$ cat src/hdl/rlcm_pkg.sv
// rlcm_pkg: shared types and constants for the running lcm / max ratio block
// used by rlcm_div, rlcm_datapath, rlcm_ctrl and running_lcm_and_max_ratio
// no dependencies
`timescale 1ns / 1ps
`default_nettype none

package rlcm_pkg;

   // datapath widths
   localparam int ACC_BITS = 32;
   localparam int DIV_BITS = 32;
   localparam int MAX_BITS = 16;
   localparam int PROD_BITS = 2 * DIV_BITS;

   // saturation and clamp limits
   localparam logic [ACC_BITS-1:0] LCM_MAX = 32'h7FFF_FFFF;
   localparam logic signed [MAX_BITS-1:0] MAX_POS = 16'sh7FFF;
   localparam logic signed [ACC_BITS-1:0] MAX_POS_WIDE = 32'sh0000_7FFF;
   localparam logic signed [ACC_BITS-1:0] MIN_NEG_WIDE = -32'sh0000_8000;
   localparam logic signed [ACC_BITS-1:0] ROT_SINGLE = 32'sh0000_0001;

   // entries seen in the current list
   localparam logic [1:0] SEEN_NONE = 2'd0;
   localparam logic [1:0] SEEN_ONE = 2'd1;
   localparam logic [1:0] SEEN_MANY = 2'd2;

   // controller states
   typedef enum logic [2:0] {
      ST_IDLE,
      ST_FOLD,
      ST_GCD_TEST,
      ST_GCD_DIV,
      ST_QUO_DIV,
      ST_MUL,
      ST_SETTLE,
      ST_END
   } state_type;

   // controller to datapath commands
   typedef struct packed {
      logic capture;
      logic fold;
      logic div_start;
      logic div_quo;
      logic gcd_step;
      logic mul;
      logic settle;
      logic finish;
   } cmd_type;

   // datapath to controller status
   typedef struct packed {
      logic simple;
      logic b_zero;
      logic div_done;
   } status_type;

endpackage

`default_nettype wire

$ cat src/hdl/rlcm_div.sv
// rlcm_div: restoring divider, one quotient bit per cycle
// depends on rlcm_pkg
`timescale 1ns / 1ps
`default_nettype none

module rlcm_div (
   input  wire logic                          clock,
   input  wire logic                          reset,
   input  wire logic                          start,
   input  wire logic [rlcm_pkg::DIV_BITS-1:0] dividend,
   input  wire logic [rlcm_pkg::DIV_BITS-1:0] divisor,
   output logic                               done,
   output logic [rlcm_pkg::DIV_BITS-1:0]      quotient,
   output logic [rlcm_pkg::DIV_BITS-1:0]      remainder
);

   localparam int W = rlcm_pkg::DIV_BITS;
   localparam int CW = $clog2(W);

   logic [W-1:0]  rem_ff, rem_in;
   logic [W-1:0]  quo_ff, quo_in;
   logic [W-1:0]  dsr_ff, dsr_in;
   logic [CW-1:0] count_ff, count_in;
   logic          run_ff, run_in;
   logic          done_ff, done_in;
   logic [W:0]    shifted;
   logic          fits;

   // one shift and trial subtract
   assign shifted = {rem_ff, quo_ff[W-1]};
   assign fits = shifted >= {1'b0, dsr_ff};

   always_comb begin
      rem_in = rem_ff;
      quo_in = quo_ff;
      dsr_in = dsr_ff;
      count_in = count_ff;
      run_in = run_ff;
      done_in = 1'b0;
      if (start) begin
         rem_in = '0;
         quo_in = dividend;
         dsr_in = divisor;
         count_in = '0;
         run_in = 1'b1;
      end else if (run_ff) begin
         rem_in = fits ? W'(shifted - {1'b0, dsr_ff}) : shifted[W-1:0];
         quo_in = {quo_ff[W-2:0], fits};
         count_in = count_ff + 1'b1;
         if (count_ff == CW'(W - 1)) begin
            run_in = 1'b0;
            done_in = 1'b1;
         end
      end
   end

   // control registers
   always_ff @(posedge clock) begin
      if (reset) begin
         run_ff <= 1'b0;
         done_ff <= 1'b0;
         count_ff <= '0;
      end else begin
         run_ff <= run_in;
         done_ff <= done_in;
         count_ff <= count_in;
      end
   end

   // operand registers
   always_ff @(posedge clock) begin
      rem_ff <= rem_in;
      quo_ff <= quo_in;
      dsr_ff <= dsr_in;
   end

   assign done = done_ff;
   assign quotient = quo_ff;
   assign remainder = rem_ff;

endmodule

`default_nettype wire

$ cat src/hdl/rlcm_datapath.sv
// rlcm_datapath: list state, euclid registers, multiplier and result word
// depends on rlcm_pkg and rlcm_div
`timescale 1ns / 1ps
`default_nettype none

module rlcm_datapath #(
   parameter int RATIO_BITS = 16
) (
   input  wire logic                                 clock,
   input  wire logic                                 reset,
   input  wire rlcm_pkg::cmd_type                    cmd,
   output rlcm_pkg::status_type                      status,
   input  wire logic signed [RATIO_BITS-1:0]         req_ratio,
   input  wire logic                                 req_last,
   output logic                                      rsp_strobe,
   output logic signed [rlcm_pkg::ACC_BITS-1:0]      rsp_rotations,
   output logic signed [rlcm_pkg::MAX_BITS-1:0]      rsp_max_ratio,
   output logic                                      rsp_overflow
);

   localparam int AB = rlcm_pkg::ACC_BITS;
   localparam int MB = rlcm_pkg::MAX_BITS;
   localparam int DB = rlcm_pkg::DIV_BITS;
   localparam int PB = rlcm_pkg::PROD_BITS;

   logic signed [RATIO_BITS-1:0] ratio_ff, ratio_in;
   logic                         last_ff, last_in;
   logic signed [AB-1:0]         acc_ff, acc_in;
   logic signed [MB-1:0]         max_work_ff, max_work_in;
   logic signed [MB-1:0]         max_held_ff, max_held_in;
   logic [1:0]                   seen_ff, seen_in;
   logic                         ovf_ff, ovf_in;
   logic [DB-1:0]                gcd_a_ff, gcd_a_in;
   logic [DB-1:0]                gcd_b_ff, gcd_b_in;
   logic [PB-1:0]                prod_ff, prod_in;
   logic                         strobe_ff, strobe_in;
   logic signed [AB-1:0]         rot_ff, rot_in;
   logic signed [MB-1:0]         mx_ff, mx_in;
   logic                         rovf_ff, rovf_in;

   logic signed [AB-1:0] r_ext;
   logic [DB-1:0]        r_abs;
   logic [DB-1:0]        acc_abs;
   logic signed [MB-1:0] seed_max;
   logic signed [MB-1:0] abs_max;
   logic [DB-1:0]        div_dividend;
   logic [DB-1:0]        div_divisor;
   logic                 div_done;
   logic [DB-1:0]        div_quo;
   logic [DB-1:0]        div_rem;

   // operand forms of the held ratio and the accumulator
   assign r_ext = {{(AB - RATIO_BITS){ratio_ff[RATIO_BITS-1]}}, ratio_ff};
   assign r_abs = r_ext[AB-1] ? DB'(-r_ext) : DB'(r_ext);
   assign acc_abs = acc_ff[AB-1] ? DB'(-acc_ff) : DB'(acc_ff);

   // signed seed clamped to 16 bits, magnitude saturated for the maximum
   always_comb begin
      if (r_ext > rlcm_pkg::MAX_POS_WIDE) begin
         seed_max = rlcm_pkg::MAX_POS;
      end else if (r_ext < rlcm_pkg::MIN_NEG_WIDE) begin
         seed_max = -rlcm_pkg::MAX_POS - 16'sd1;
      end else begin
         seed_max = r_ext[MB-1:0];
      end
      if (r_abs > DB'(rlcm_pkg::MAX_POS)) begin
         abs_max = rlcm_pkg::MAX_POS;
      end else begin
         abs_max = r_abs[MB-1:0];
      end
   end

   // cases that need no euclid run
   assign status.simple = (seen_ff == rlcm_pkg::SEEN_NONE) || (acc_ff == '0) ||
                          (ratio_ff == '0) || (acc_ff == r_ext);
   assign status.b_zero = (gcd_b_ff == '0);
   assign status.div_done = div_done;

   // divider operands: remainder step or final quotient |acc| / gcd
   assign div_dividend = cmd.div_quo ? acc_abs : gcd_a_ff;
   assign div_divisor = cmd.div_quo ? gcd_a_ff : gcd_b_ff;

   rlcm_div u_div (
      .clock     (clock),
      .reset     (reset),
      .start     (cmd.div_start),
      .dividend  (div_dividend),
      .divisor   (div_divisor),
      .done      (div_done),
      .quotient  (div_quo),
      .remainder (div_rem)
   );

   // next values
   always_comb begin
      ratio_in = ratio_ff;
      last_in = last_ff;
      acc_in = acc_ff;
      max_work_in = max_work_ff;
      max_held_in = max_held_ff;
      seen_in = seen_ff;
      ovf_in = ovf_ff;
      gcd_a_in = gcd_a_ff;
      gcd_b_in = gcd_b_ff;
      prod_in = prod_ff;
      strobe_in = 1'b0;
      rot_in = rot_ff;
      mx_in = mx_ff;
      rovf_in = rovf_ff;

      // take the input word
      if (cmd.capture) begin
         ratio_in = req_ratio;
         last_in = req_last;
      end

      // seed, trivial fold, maximum and euclid setup
      if (cmd.fold) begin
         gcd_a_in = acc_abs;
         gcd_b_in = r_abs;
         if (seen_ff == rlcm_pkg::SEEN_NONE) begin
            acc_in = r_ext;
            max_work_in = seed_max;
            ovf_in = 1'b0;
            seen_in = rlcm_pkg::SEEN_ONE;
         end else begin
            if (abs_max > max_work_ff) begin
               max_work_in = abs_max;
            end
            seen_in = rlcm_pkg::SEEN_MANY;
            if (acc_ff == '0) begin
               acc_in = r_ext;
            end
         end
      end

      // one euclid remainder step
      if (cmd.gcd_step) begin
         gcd_a_in = gcd_b_ff;
         gcd_b_in = div_rem;
      end

      // (|acc| / gcd) * |ratio|
      if (cmd.mul) begin
         prod_in = PB'(div_quo) * PB'(r_abs);
      end

      // saturate the product into the accumulator
      if (cmd.settle) begin
         if (|prod_ff[PB-1:AB-1]) begin
            acc_in = signed'(rlcm_pkg::LCM_MAX);
            ovf_in = 1'b1;
         end else begin
            acc_in = signed'(prod_ff[AB-1:0]);
         end
      end

      // end of list: result word and list clear
      if (cmd.finish && last_ff) begin
         strobe_in = 1'b1;
         if (seen_ff == rlcm_pkg::SEEN_ONE) begin
            rot_in = rlcm_pkg::ROT_SINGLE;
            mx_in = max_held_ff;
            rovf_in = 1'b0;
         end else begin
            max_held_in = max_work_ff;
            rot_in = acc_ff;
            mx_in = max_work_ff;
            rovf_in = ovf_ff;
         end
         seen_in = rlcm_pkg::SEEN_NONE;
         ovf_in = 1'b0;
      end
   end

   // list state
   always_ff @(posedge clock) begin
      if (reset) begin
         acc_ff <= '0;
         max_work_ff <= '0;
         max_held_ff <= '0;
         seen_ff <= rlcm_pkg::SEEN_NONE;
         ovf_ff <= 1'b0;
         strobe_ff <= 1'b0;
      end else begin
         acc_ff <= acc_in;
         max_work_ff <= max_work_in;
         max_held_ff <= max_held_in;
         seen_ff <= seen_in;
         ovf_ff <= ovf_in;
         strobe_ff <= strobe_in;
      end
   end

   // payload registers
   always_ff @(posedge clock) begin
      ratio_ff <= ratio_in;
      last_ff <= last_in;
      gcd_a_ff <= gcd_a_in;
      gcd_b_ff <= gcd_b_in;
      prod_ff <= prod_in;
      rot_ff <= rot_in;
      mx_ff <= mx_in;
      rovf_ff <= rovf_in;
   end

   assign rsp_strobe = strobe_ff;
   assign rsp_rotations = rot_ff;
   assign rsp_max_ratio = mx_ff;
   assign rsp_overflow = rovf_ff;

endmodule

`default_nettype wire

$ cat src/hdl/rlcm_ctrl.sv
// rlcm_ctrl: sequencer for one word: fold, euclid loop, quotient, product
// depends on rlcm_pkg
`timescale 1ns / 1ps
`default_nettype none

module rlcm_ctrl (
   input  wire logic                 clock,
   input  wire logic                 reset,
   input  wire logic                 start,
   output logic                      busy,
   input  wire rlcm_pkg::status_type status,
   output rlcm_pkg::cmd_type         cmd
);

   rlcm_pkg::state_type state_ff, state_in;

   // next state
   always_comb begin
      state_in = state_ff;
      case (state_ff)
         rlcm_pkg::ST_IDLE: begin
            if (start) state_in = rlcm_pkg::ST_FOLD;
         end
         rlcm_pkg::ST_FOLD: begin
            state_in = status.simple ? rlcm_pkg::ST_END : rlcm_pkg::ST_GCD_TEST;
         end
         rlcm_pkg::ST_GCD_TEST: begin
            state_in = status.b_zero ? rlcm_pkg::ST_QUO_DIV : rlcm_pkg::ST_GCD_DIV;
         end
         rlcm_pkg::ST_GCD_DIV: begin
            if (status.div_done) state_in = rlcm_pkg::ST_GCD_TEST;
         end
         rlcm_pkg::ST_QUO_DIV: begin
            if (status.div_done) state_in = rlcm_pkg::ST_MUL;
         end
         rlcm_pkg::ST_MUL: begin
            state_in = rlcm_pkg::ST_SETTLE;
         end
         rlcm_pkg::ST_SETTLE: begin
            state_in = rlcm_pkg::ST_END;
         end
         rlcm_pkg::ST_END: begin
            state_in = rlcm_pkg::ST_IDLE;
         end
         default: begin
            state_in = rlcm_pkg::ST_IDLE;
         end
      endcase
   end

   // commands
   always_comb begin
      cmd = '0;
      busy = 1'b1;
      case (state_ff)
         rlcm_pkg::ST_IDLE: begin
            busy = 1'b0;
            cmd.capture = start;
         end
         rlcm_pkg::ST_FOLD: begin
            cmd.fold = 1'b1;
         end
         rlcm_pkg::ST_GCD_TEST: begin
            cmd.div_start = 1'b1;
            cmd.div_quo = status.b_zero;
         end
         rlcm_pkg::ST_GCD_DIV: begin
            cmd.gcd_step = status.div_done;
         end
         rlcm_pkg::ST_QUO_DIV: begin
            cmd.mul = status.div_done;
         end
         rlcm_pkg::ST_MUL: begin
            cmd.settle = 1'b0;
         end
         rlcm_pkg::ST_SETTLE: begin
            cmd.settle = 1'b1;
         end
         rlcm_pkg::ST_END: begin
            cmd.finish = 1'b1;
         end
         default: begin
            cmd = '0;
         end
      endcase
   end

   always_ff @(posedge clock) begin
      if (reset) begin
         state_ff <= rlcm_pkg::ST_IDLE;
      end else begin
         state_ff <= state_in;
      end
   end

endmodule

`default_nettype wire

$ cat src/hdl/running_lcm_and_max_ratio.sv
// running_lcm_and_max_ratio: running lcm and maximum over lists of signed ratios
// first and trivial words skip the euclid loop; others run one divide per euclid
// remainder step and one for the quotient; a divide is start, 32 bit steps, done
// a word is taken only while idle; busy stays high until the word is folded in
// result word: one-cycle rsp_strobe after the last word; the receiver cannot stall
// synchronous active-high reset clears all list state and the held maximum
`timescale 1ns / 1ps
`default_nettype none

module running_lcm_and_max_ratio #(
   parameter int RATIO_BITS = 16
) (
   input  wire logic                                 clock,
   input  wire logic                                 reset,
   input  wire logic                                 start,
   output logic                                      busy,
   input  wire logic signed [RATIO_BITS-1:0]         req_ratio,
   input  wire logic                                 req_last,
   output logic                                      rsp_strobe,
   output logic signed [rlcm_pkg::ACC_BITS-1:0]      rsp_rotations,
   output logic signed [rlcm_pkg::MAX_BITS-1:0]      rsp_max_ratio,
   output logic                                      rsp_overflow
);

   rlcm_pkg::cmd_type    cmd;
   rlcm_pkg::status_type status;

   // sequencer
   rlcm_ctrl u_ctrl (
      .clock  (clock),
      .reset  (reset),
      .start  (start),
      .busy   (busy),
      .status (status),
      .cmd    (cmd)
   );

   // arithmetic and list state
   rlcm_datapath #(
      .RATIO_BITS (RATIO_BITS)
   ) u_datapath (
      .clock         (clock),
      .reset         (reset),
      .cmd           (cmd),
      .status        (status),
      .req_ratio     (req_ratio),
      .req_last      (req_last),
      .rsp_strobe    (rsp_strobe),
      .rsp_rotations (rsp_rotations),
      .rsp_max_ratio (rsp_max_ratio),
      .rsp_overflow  (rsp_overflow)
   );

endmodule

`default_nettype wire

$ cat config.mk
export PLATFORM = sky130hd
export DESIGN_NAME = running_lcm_and_max_ratio
export DESIGN_NICKNAME = d
export VERILOG_FILES = /design/src/hdl/rlcm_pkg.sv /design/src/hdl/rlcm_div.sv /design/src/hdl/rlcm_datapath.sv /design/src/hdl/rlcm_ctrl.sv /design/src/hdl/running_lcm_and_max_ratio.sv
export SDC_FILE = /design/constraint.sdc
export NUM_CORES = 2
export LEC_CHECK = 0
export BUFFER_PORTS_ARGS = -buffer_cell sky130_fd_sc_hd__buf_2
export CAP_MARGIN = 20
export CORE_MARGIN = 1.5
export CORE_UTILIZATION = 35
export CTS_CLUSTER_DIAMETER = 40
export CTS_CLUSTER_SIZE = 40
export DETAILED_ROUTE_END_ITERATION = 8
export PLACE_DENSITY = 0.49
export RECOVER_POWER = 50
export SKIP_LAST_GASP = 1
export SYNTH_ARGS = -nofsm -noshare
export SYNTH_HDL_FRONTEND = slang
export SYNTH_SLANG_ARGS = --single-unit
$ cat constraint.sdc
create_clock -name clock -period 12.2 [get_ports clock]
set_input_delay 1.22 -clock clock [delete_from_list [all_inputs] [get_ports clock]]
set_output_delay 1.22 -clock clock [all_outputs]
set_load 0.03 [all_outputs]
# [Yosys cells after proc, flatten, opt, wreduce, memory -nomap -nowiden]
# Index checks and enable logic that the tools add are counted.
# Widths: inputs -> output; s select.
[word_totals] output_inout_bits=51 latch_bits=0 ff_bits=368 mem_count=0 word_cells=112 ram_bits=0 rom_bits=0 inputBits=20
[classes] order_cmp=5 n_mux=46 n_eq_ne=13 bitwise=1 multipliers=1 add_sub_neg=4 shift=0 div_mod_pow=0 reduce_logical=21
[op_table] operator="$mux 32" n=16
[op_table] operator="$mux 16" n=6
[op_table] operator="$logic_not 32->1" n=2
[op_table] operator="$mul 32x32->64" n=1
[op_table] operator="$ge 33x32->1" n=1
[op_table] operator="$reduce_or 33->1" n=1
[op_table] operator="$eq 32x16->1" n=1
[op_table] operator="$gt 32x15->1 const B" n=1
[op_table] operator="$neg 16->32" n=1
[op_table] operator="$neg 32->32" n=1
[op_table] operator="$sub 32x32->32" n=1
[op_table] operator="$pmux 3 s8" n=1
[op_table] operator="$gt 16x16->1" n=1
[op_table] operator="$gt 16x16->1 const B" n=1
[op_table] operator="$logic_not 16->1" n=1
[op_table] operator="$lt 16x16->1 const B" n=1
[op_table] operator="$mux 1" n=16
[op_table] operator="$mux 3" n=5
[op_table] operator="$eq 3x3->1 const B" n=4
[op_table] operator="$reduce_bool 2->1" n=4
[op_table] operator="$eq 3x2->1 const B" n=2
[op_table] operator="$add 5x1->5 const B" n=1
[op_table] operator="$eq 5x5->1 const B" n=1
[op_table] operator="$mux 2" n=2
[op_table] operator="14 further kinds" n=19

# [Longest topological paths before layout]
[logic_depth] word_depth=7 depth_mapped=35 depth_no_buf=33

# [Hierarchy]
# Synthesis repeated with hierarchy kept, for this count alone.
[unflattened] hier_cells=4718 hier_area_um2=48954.5
[by_module_without_submodules] module="rlcm_datapath" cells_per_inst=4098 area_per_inst_um2=42653.4 seq_area_each_um2=7186.9 instances=1
[by_module_without_submodules] module="rlcm_div" cells_per_inst=589 area_per_inst_um2=6064.6 seq_area_each_um2=2702.6 instances=1
[by_module_without_submodules] module="rlcm_ctrl" cells_per_inst=31 area_per_inst_um2=236.5 seq_area_each_um2=60.1 instances=1

# [Worst setup path after synthesis]
# OpenSTA, ideal clock, no wires.
[synth_timing] kind="reg2reg" startpoint="reg u_datapath.ratio_ff[0]" endpoint="reg u_datapath.prod_ff[50] (data pin)" path_slack_ns=3.441 stages_incl_launch_ff=33 path_buffers=2 period_less_slack_ns=8.759 required_ns=12.052 setup_time_ns=0.148 arrival_time_ns=8.611 cell_sequence="edfxtp_1 clkbuf_1 inv_1 ha_1 nand2b_1 or3_1 or3_1 o41ai_1 xnor2_1 clkbuf_1 nand2_1 fa_1 inv_1 fa_1 fa_1 inv_1 fa_1 inv_1 fa_1 inv_1 fa_1 inv_1 fa_1 fa_1 ha_1 nand2_1 or3_1 o21a_1 a2111oi_0 nor2_1 nor3_1 a31o_2 xor2_1"
[synth_via] elab_chain_cells=3
[synth_lines] element="from (decl)" line_no="rlcm_datapath.sv:26" source="logic signed [RATIO_BITS-1:0] ratio_ff, ratio_in;"
[synth_lines] element="from (signal assigned)" line_no="rlcm_datapath.sv:197" source="ratio_ff <= ratio_in;"
[synth_lines] element="$neg 16->32" line_no="rlcm_datapath.sv:54" source="assign r_abs = r_ext[AB-1] ? DB'(-r_ext) : DB'(r_ext);"
[synth_lines] element="$mux 32 *" line_no="rlcm_datapath.sv:54"
[synth_lines] element="$mul 32x32->64 *" line_no="rlcm_datapath.sv:145" source="prod_in = PB'(div_quo) * PB'(r_abs);"
[synth_lines] element="to (signal assigned)" line_no="rlcm_datapath.sv:201" source="prod_ff <= prod_in;"
[synth_lines] element="to (decl)" line_no="rlcm_datapath.sv:35" source="logic [PB-1:0] prod_ff, prod_in;"
# Every way passes the cells marked *; elsewhere a longest branch is shown, timed or not.
# A chain may end at the register's enable or synchronous reset.

# [Worst setup path in the final report]
[layout_timing] startpoint="reg u_datapath.ratio_ff[0]" endpoint="reg u_datapath.prod_ff[48] (data pin)"
# The elaborated chain is that of the path after synthesis.

==> report_table.html <==
<table>
<tr><th>Metric</th><th>Value</th></tr>
<tr><th colspan="2">Timing</th></tr>
<tr><td>Maximum clock frequency</td><td>93.8 MHz</td></tr>
<tr><td>Clock tree skew after final layout</td><td>0.0357 ns</td></tr>
<tr><td>Final worst-path cycle share</td><td>87.4%</td></tr>
<tr><td>Hold Violations, Final</td><td>0</td></tr>
<tr><td>Slew @ Worst Pin</td><td>3.67 ns</td></tr>
<tr><td>Slew Limit Fails</td><td>469</td></tr>
<tr><td>Setup TNS</td><td>0 ns</td></tr>
<tr><td>Max-slew headroom at the worst pin</td><td>-145%</td></tr>
<tr><td>Finish-stage setup viols</td><td>0</td></tr>
<tr><td>Final period demand of the worst path</td><td>10.66 ns</td></tr>
<tr><td>Setup repair after global routing missed its margin</td><td>no</td></tr>
<tr><th colspan="2">Clock tree</th></tr>
<tr><td>Clk root buf</td><td>sky130_fd_sc_hd__clkbuf_16</td></tr>
<tr><td># hold bufs at CTS</td><td>0</td></tr>
<tr><td>Post-cts gate resize count</td><td>0</td></tr>
<tr><td>TritonCTS sink count</td><td>368</td></tr>
<tr><td>Num CTS Buffers</td><td>70</td></tr>
<tr><td>Post-CTS clock slew at the launch and capture registers of the worst setup and hold paths</td><td>0.05 ns</td></tr>
<tr><td>H-Tree Level Count</td><td>3</td></tr>
<tr><td>Setup fix buffers added after clock tree synthesis</td><td>0</td></tr>
<tr><td>CTS tree</td><td>done</td></tr>
<tr><td>Maximum root-to-sink buffer count</td><td>3</td></tr>
<tr><td>Clk Latency, worst-skew pair</td><td>0.63 ns</td></tr>
<tr><th colspan="2">Drt</th></tr>
<tr><td>Routed WL per cell</td><td>18.1 um</td></tr>
<tr><td>Per-cell via count in the routed design</td><td>4.64</td></tr>
<tr><td>DRC violations left</td><td>0</td></tr>
<tr><td>Routed Antenna Nets</td><td>0</td></tr>
<tr><td>Routed vias</td><td>33300</td></tr>
<tr><td>Initial drt markers</td><td>1830</td></tr>
<tr><td>Length of the first detailed-routing pass in iterations</td><td>5</td></tr>
<tr><td>Detailed-route wire length</td><td>130 mm</td></tr>
<tr><th colspan="2">Floorplanning</th></tr>
<tr><td>Initial Utilization</td><td>35.4%</td></tr>
<tr><td>Die Ht</td><td>374 um</td></tr>
<tr><td>I/O pin total</td><td>71</td></tr>
<tr><td>Die Width</td><td>374 um</td></tr>
<tr><td>Area of the placeable core</td><td>0.136 mm2</td></tr>
<tr><td>Cell Rows</td><td>135</td></tr>
<tr><td>Floorplan die area</td><td>0.140 mm2</td></tr>
<tr><th colspan="2">Logic synthesis</th></tr>
<tr><td>Seq/Total Area, Yosys</td><td>20.7%</td></tr>
<tr><td>Most frequent cells after synthesis</td><td>sky130_fd_sc_hd__inv_1 (963), sky130_fd_sc_hd__fa_1 (897), sky130_fd_sc_hd__nand2_1 (428)</td></tr>
<tr><td>Post-Syn Area</td><td>0.0481 mm2</td></tr>
<tr><td>Synthesis Warnings</td><td>0</td></tr>
<tr><td>Average footprint of a synthesized cell</td><td>10.0 um2</td></tr>
<tr><td>Post-synth top flop</td><td>sky130_fd_sc_hd__edfxtp_1</td></tr>
<tr><td>EDFF count, synth</td><td>258</td></tr>
<tr><td>Most common cell in the netlist</td><td>sky130_fd_sc_hd__inv_1</td></tr>
<tr><td>Flops &amp; latches, synth</td><td>368</td></tr>
<tr><td>Distinct cell type count of the synthesized netlist</td><td>73</td></tr>
<tr><td>Number of cells produced by synthesis</td><td>4807</td></tr>
<tr><td>Cell taking the most area after synthesis</td><td>sky130_fd_sc_hd__fa_1</td></tr>
<tr><td>Async S/R FF share, synth</td><td>0%</td></tr>
<tr><td>Area share of the largest cell type after synthesis</td><td>37.3%</td></tr>
<tr><td>Top post-synthesis cells by area</td><td>sky130_fd_sc_hd__fa_1 (37%), sky130_fd_sc_hd__edfxtp_1 (16%), sky130_fd_sc_hd__ha_1 (8.2%)</td></tr>
<tr><th colspan="2">Cells and area</th></tr>
<tr><td>Count of nets after finishing</td><td>6565</td></tr>
<tr><td>Area growth, synth to finish</td><td>14.1%</td></tr>
<tr><td>Share of cells above drive strength 1</td><td>4.38%</td></tr>
<tr><th colspan="2">Placed design</th></tr>
<tr><td>Count of buffers from port buffering</td><td>70</td></tr>
<tr><td>HPWL after detailed placement</td><td>106 mm</td></tr>
<tr><td>Final estimated routing congestion in global placement</td><td>0.933</td></tr>
<tr><th colspan="2">Hold path</th></tr>
<tr><td>Worst Hold End</td><td>u_datapath.ovf_ff</td></tr>
<tr><td>Type of the most critical hold path</td><td>reg -&gt; reg</td></tr>
<tr><td>Cell count of the worst hold path</td><td>2</td></tr>
<tr><td>Hold Path Origin</td><td>u_datapath.ovf_ff</td></tr>
<tr><th colspan="2">Global routing</th></tr>
<tr><td>Overall track demand over capacity in global routing</td><td>19.1%</td></tr>
<tr><td>Number of global-route vias before repair</td><td>35100</td></tr>
<tr><td>Initial antenna violation count</td><td>6</td></tr>
<tr><td>Remaining Overflow, GRT</td><td>0</td></tr>
<tr><td>Pin count of the biggest net entering global routing</td><td>83</td></tr>
<tr><td>Global-route wire length before repair</td><td>205 mm</td></tr>
<tr><th colspan="2">Worst setup path</th></tr>
<tr><td>Critical path startpoint</td><td>u_datapath.ratio_ff[0]</td></tr>
<tr><td>Reg-to-reg endpoint</td><td>u_datapath.prod_ff[48]</td></tr>
<tr><td>FF-to-FF Start</td><td>u_datapath.ratio_ff[0]</td></tr>
<tr><td>CP max-delay cell</td><td>sky130_fd_sc_hd__xnor2_2</td></tr>
<tr><td>FF-to-FF path depth</td><td>32</td></tr>
<tr><td>Worst Setup Path Type</td><td>reg -&gt; reg</td></tr>
<tr><td>Cell repeated most along the worst path</td><td>sky130_fd_sc_hd__fa_1</td></tr>
<tr><td>Slack of the worst reg-to-reg path</td><td>1.54 ns</td></tr>
<tr><td>Longest individual stage delay on the worst path</td><td>0.86 ns</td></tr>
<tr><td>Critical path data required time</td><td>12.54 ns</td></tr>
<tr><td>Worst endpoint data arrival time</td><td>11.00 ns</td></tr>
<tr><td>Worst setup SP type</td><td>flip-flop</td></tr>
<tr><td>Highest fanout seen on the critical path</td><td>22</td></tr>
<tr><td>Kind of end point of the critical path</td><td>flip-flop</td></tr>
<tr><th colspan="2">Run status</th></tr>
<tr><td>Run status</td><td>finished, violations left</td></tr>
<tr><td>Violated checks</td><td>max-capacitance violations, max-slew violations</td></tr>
<tr><th colspan="2">Run</th></tr>
<tr><td>Max-cap violation count</td><td>10</td></tr>
</table>
cell families (layout without fill, tap and decap cells):
group	count (synthesis)	count (layout)	share of synthesized area, %
other	2	515	0.0156
buffers and inverters	1164	1236	9.11
DFF	368	368	20.7
xor gates and xnor gates	153	153	2.79
adders and majority gates	1212	1212	45.5
and+or+nand+nor	1219	1219	12.4
muxes	71	71	1.53
AOI/OAI and AO/OA	618	618	7.91
worst max-delay path, delay by kind of cell, from the launching register on:
| kind | cells | cell delay [ns] |
|---|---|---|
| compound gates | 6 | 1.69 |
| xor+xnor | 2 | 1.02 |
| buf+inv | 8 | 1.90 |
| simple gates | 6 | 0.86 |
| flops | 1 | 0.31 |
| fa+ha+maj | 10 | 4.57 |
worst max-delay path by stage:
| stage | endpoint | slack, ns | depth (start not counted) |
|---|---|---|---|
| 4_1_cts | u_datapath.prod_ff[50] | 2.09 | 33 |
| 2_1_floorplan | u_datapath.prod_ff[50] | 3.44 | 32 |
| 3_5_place_dp | u_datapath.prod_ff[50] | 2.17 | 33 |
| 3_3_place_gp | u_datapath.prod_ff[50] | 2.28 | 33 |
| 6_report | u_datapath.prod_ff[48] | 1.54 | 32 |
| 5_1_grt | u_datapath.prod_ff[50] | 1.02 | 31 |
flip-flops by register name (all words and copies together) (netlist names), 32 cells and up:
signal / count
u_datapath.prod_ff: 64
u_datapath.gcd_a_ff: 32
u_datapath.rsp_rotations: 32
u_datapath.u_div.quotient: 32
u_datapath.u_div.remainder: 32
u_datapath.u_div.dsr_ff: 32
u_datapath.acc_ff: 32
u_datapath.gcd_b_ff: 32
cells in the final DEF, fill, tap and decap left out, types with 13 or more instances in the layout:
cell / synthesis / final
sky130_fd_sc_hd__nand2b_1: 26 / 26
sky130_fd_sc_hd__mux2i_1: 49 / 48
sky130_fd_sc_hd__nor2_1: 221 / 220
sky130_fd_sc_hd__edfxtp_1: 258 / 258
sky130_fd_sc_hd__nor2b_1: 46 / 46
sky130_fd_sc_hd__buf_4: 0 / 60
sky130_fd_sc_hd__nor3_1: 39 / 38
sky130_fd_sc_hd__fa_1: 897 / 897
sky130_fd_sc_hd__a211oi_1: 14 / 14
sky130_fd_sc_hd__a21o_1: 81 / 81
sky130_fd_sc_hd__nand4_1: 27 / 27
sky130_fd_sc_hd__nand3_1: 24 / 24
sky130_fd_sc_hd__nor4_1: 30 / 30
sky130_fd_sc_hd__dfxtp_1: 110 / 109
sky130_fd_sc_hd__mux2_1: 0 / 16
sky130_fd_sc_hd__xor2_1: 84 / 82
sky130_fd_sc_hd__o21ai_0: 161 / 161
sky130_fd_sc_hd__and2_1: 300 / 262
sky130_fd_sc_hd__clkbuf_1: 186 / 75
sky130_fd_sc_hd__ha_1: 315 / 315
sky130_fd_sc_hd__and3_1: 24 / 24
sky130_fd_sc_hd__and2_0: 0 / 38
sky130_fd_sc_hd__buf_2: 3 / 13
sky130_fd_sc_hd__a21oi_1: 208 / 208
sky130_fd_sc_hd__xnor2_1: 69 / 58
sky130_fd_sc_hd__nand2_1: 428 / 427
sky130_fd_sc_hd__conb_1: 2 / 513
sky130_fd_sc_hd__o21bai_1: 19 / 19
sky130_fd_sc_hd__clkbuf_16: 0 / 71
sky130_fd_sc_hd__a311oi_1: 18 / 17
sky130_fd_sc_hd__or3_1: 19 / 19
sky130_fd_sc_hd__inv_1: 963 / 962
sky130_fd_sc_hd__o31ai_1: 15 / 15
sky130_fd_sc_hd__a31oi_1: 26 / 26
through the flow:
step,instance area [um2],setup slack [ns],hold WS (ns),util [%],cells
global route,54900,1.02,0.497,40.4,7171
floorplan,50000,3.44,0.440,-,5318
finish,54900,1.54,0.477,40.4,7173
CTS,55000,2.09,0.475,40.4,7170
global placement,52500,2.28,0.463,38.6,7040
detailed placement,52500,2.17,0.468,38.6,7041
cell type report:
type / count / area [um2]
multi-input cells: 3786 / 35800
inverters: 964 / 3620
clock inverters: 50 / 624
repair buffers: 143 / 790
well taps: 1781 / 2230
clock buffers: 79 / 1830
fillers: 13700 / 81100
flip-flops and latches: 368 / 9950
diodes: 2 / 5.00
per-layer routing:
| layer | part of all wire [%] | routed length (um) | up-vias | GRT usage [%] |
|---|---|---|---|---|
| met5 | 0 | 0 | - | 0 |
| met4 | 2.1 | 2690 | 0 | 4.24 |
| met3 | 5.1 | 6650 | 126 | 3.33 |
| met2 | 49 | 63000 | 557 | 32.3 |
| met1 | 44 | 57500 | 16900 | 25.5 |
| li1 | - | - | 15700 | - |
Power is left out: the tool's default activity adds up to more than one toggle a clock period on the data nets, which glitch-free logic cannot reach.
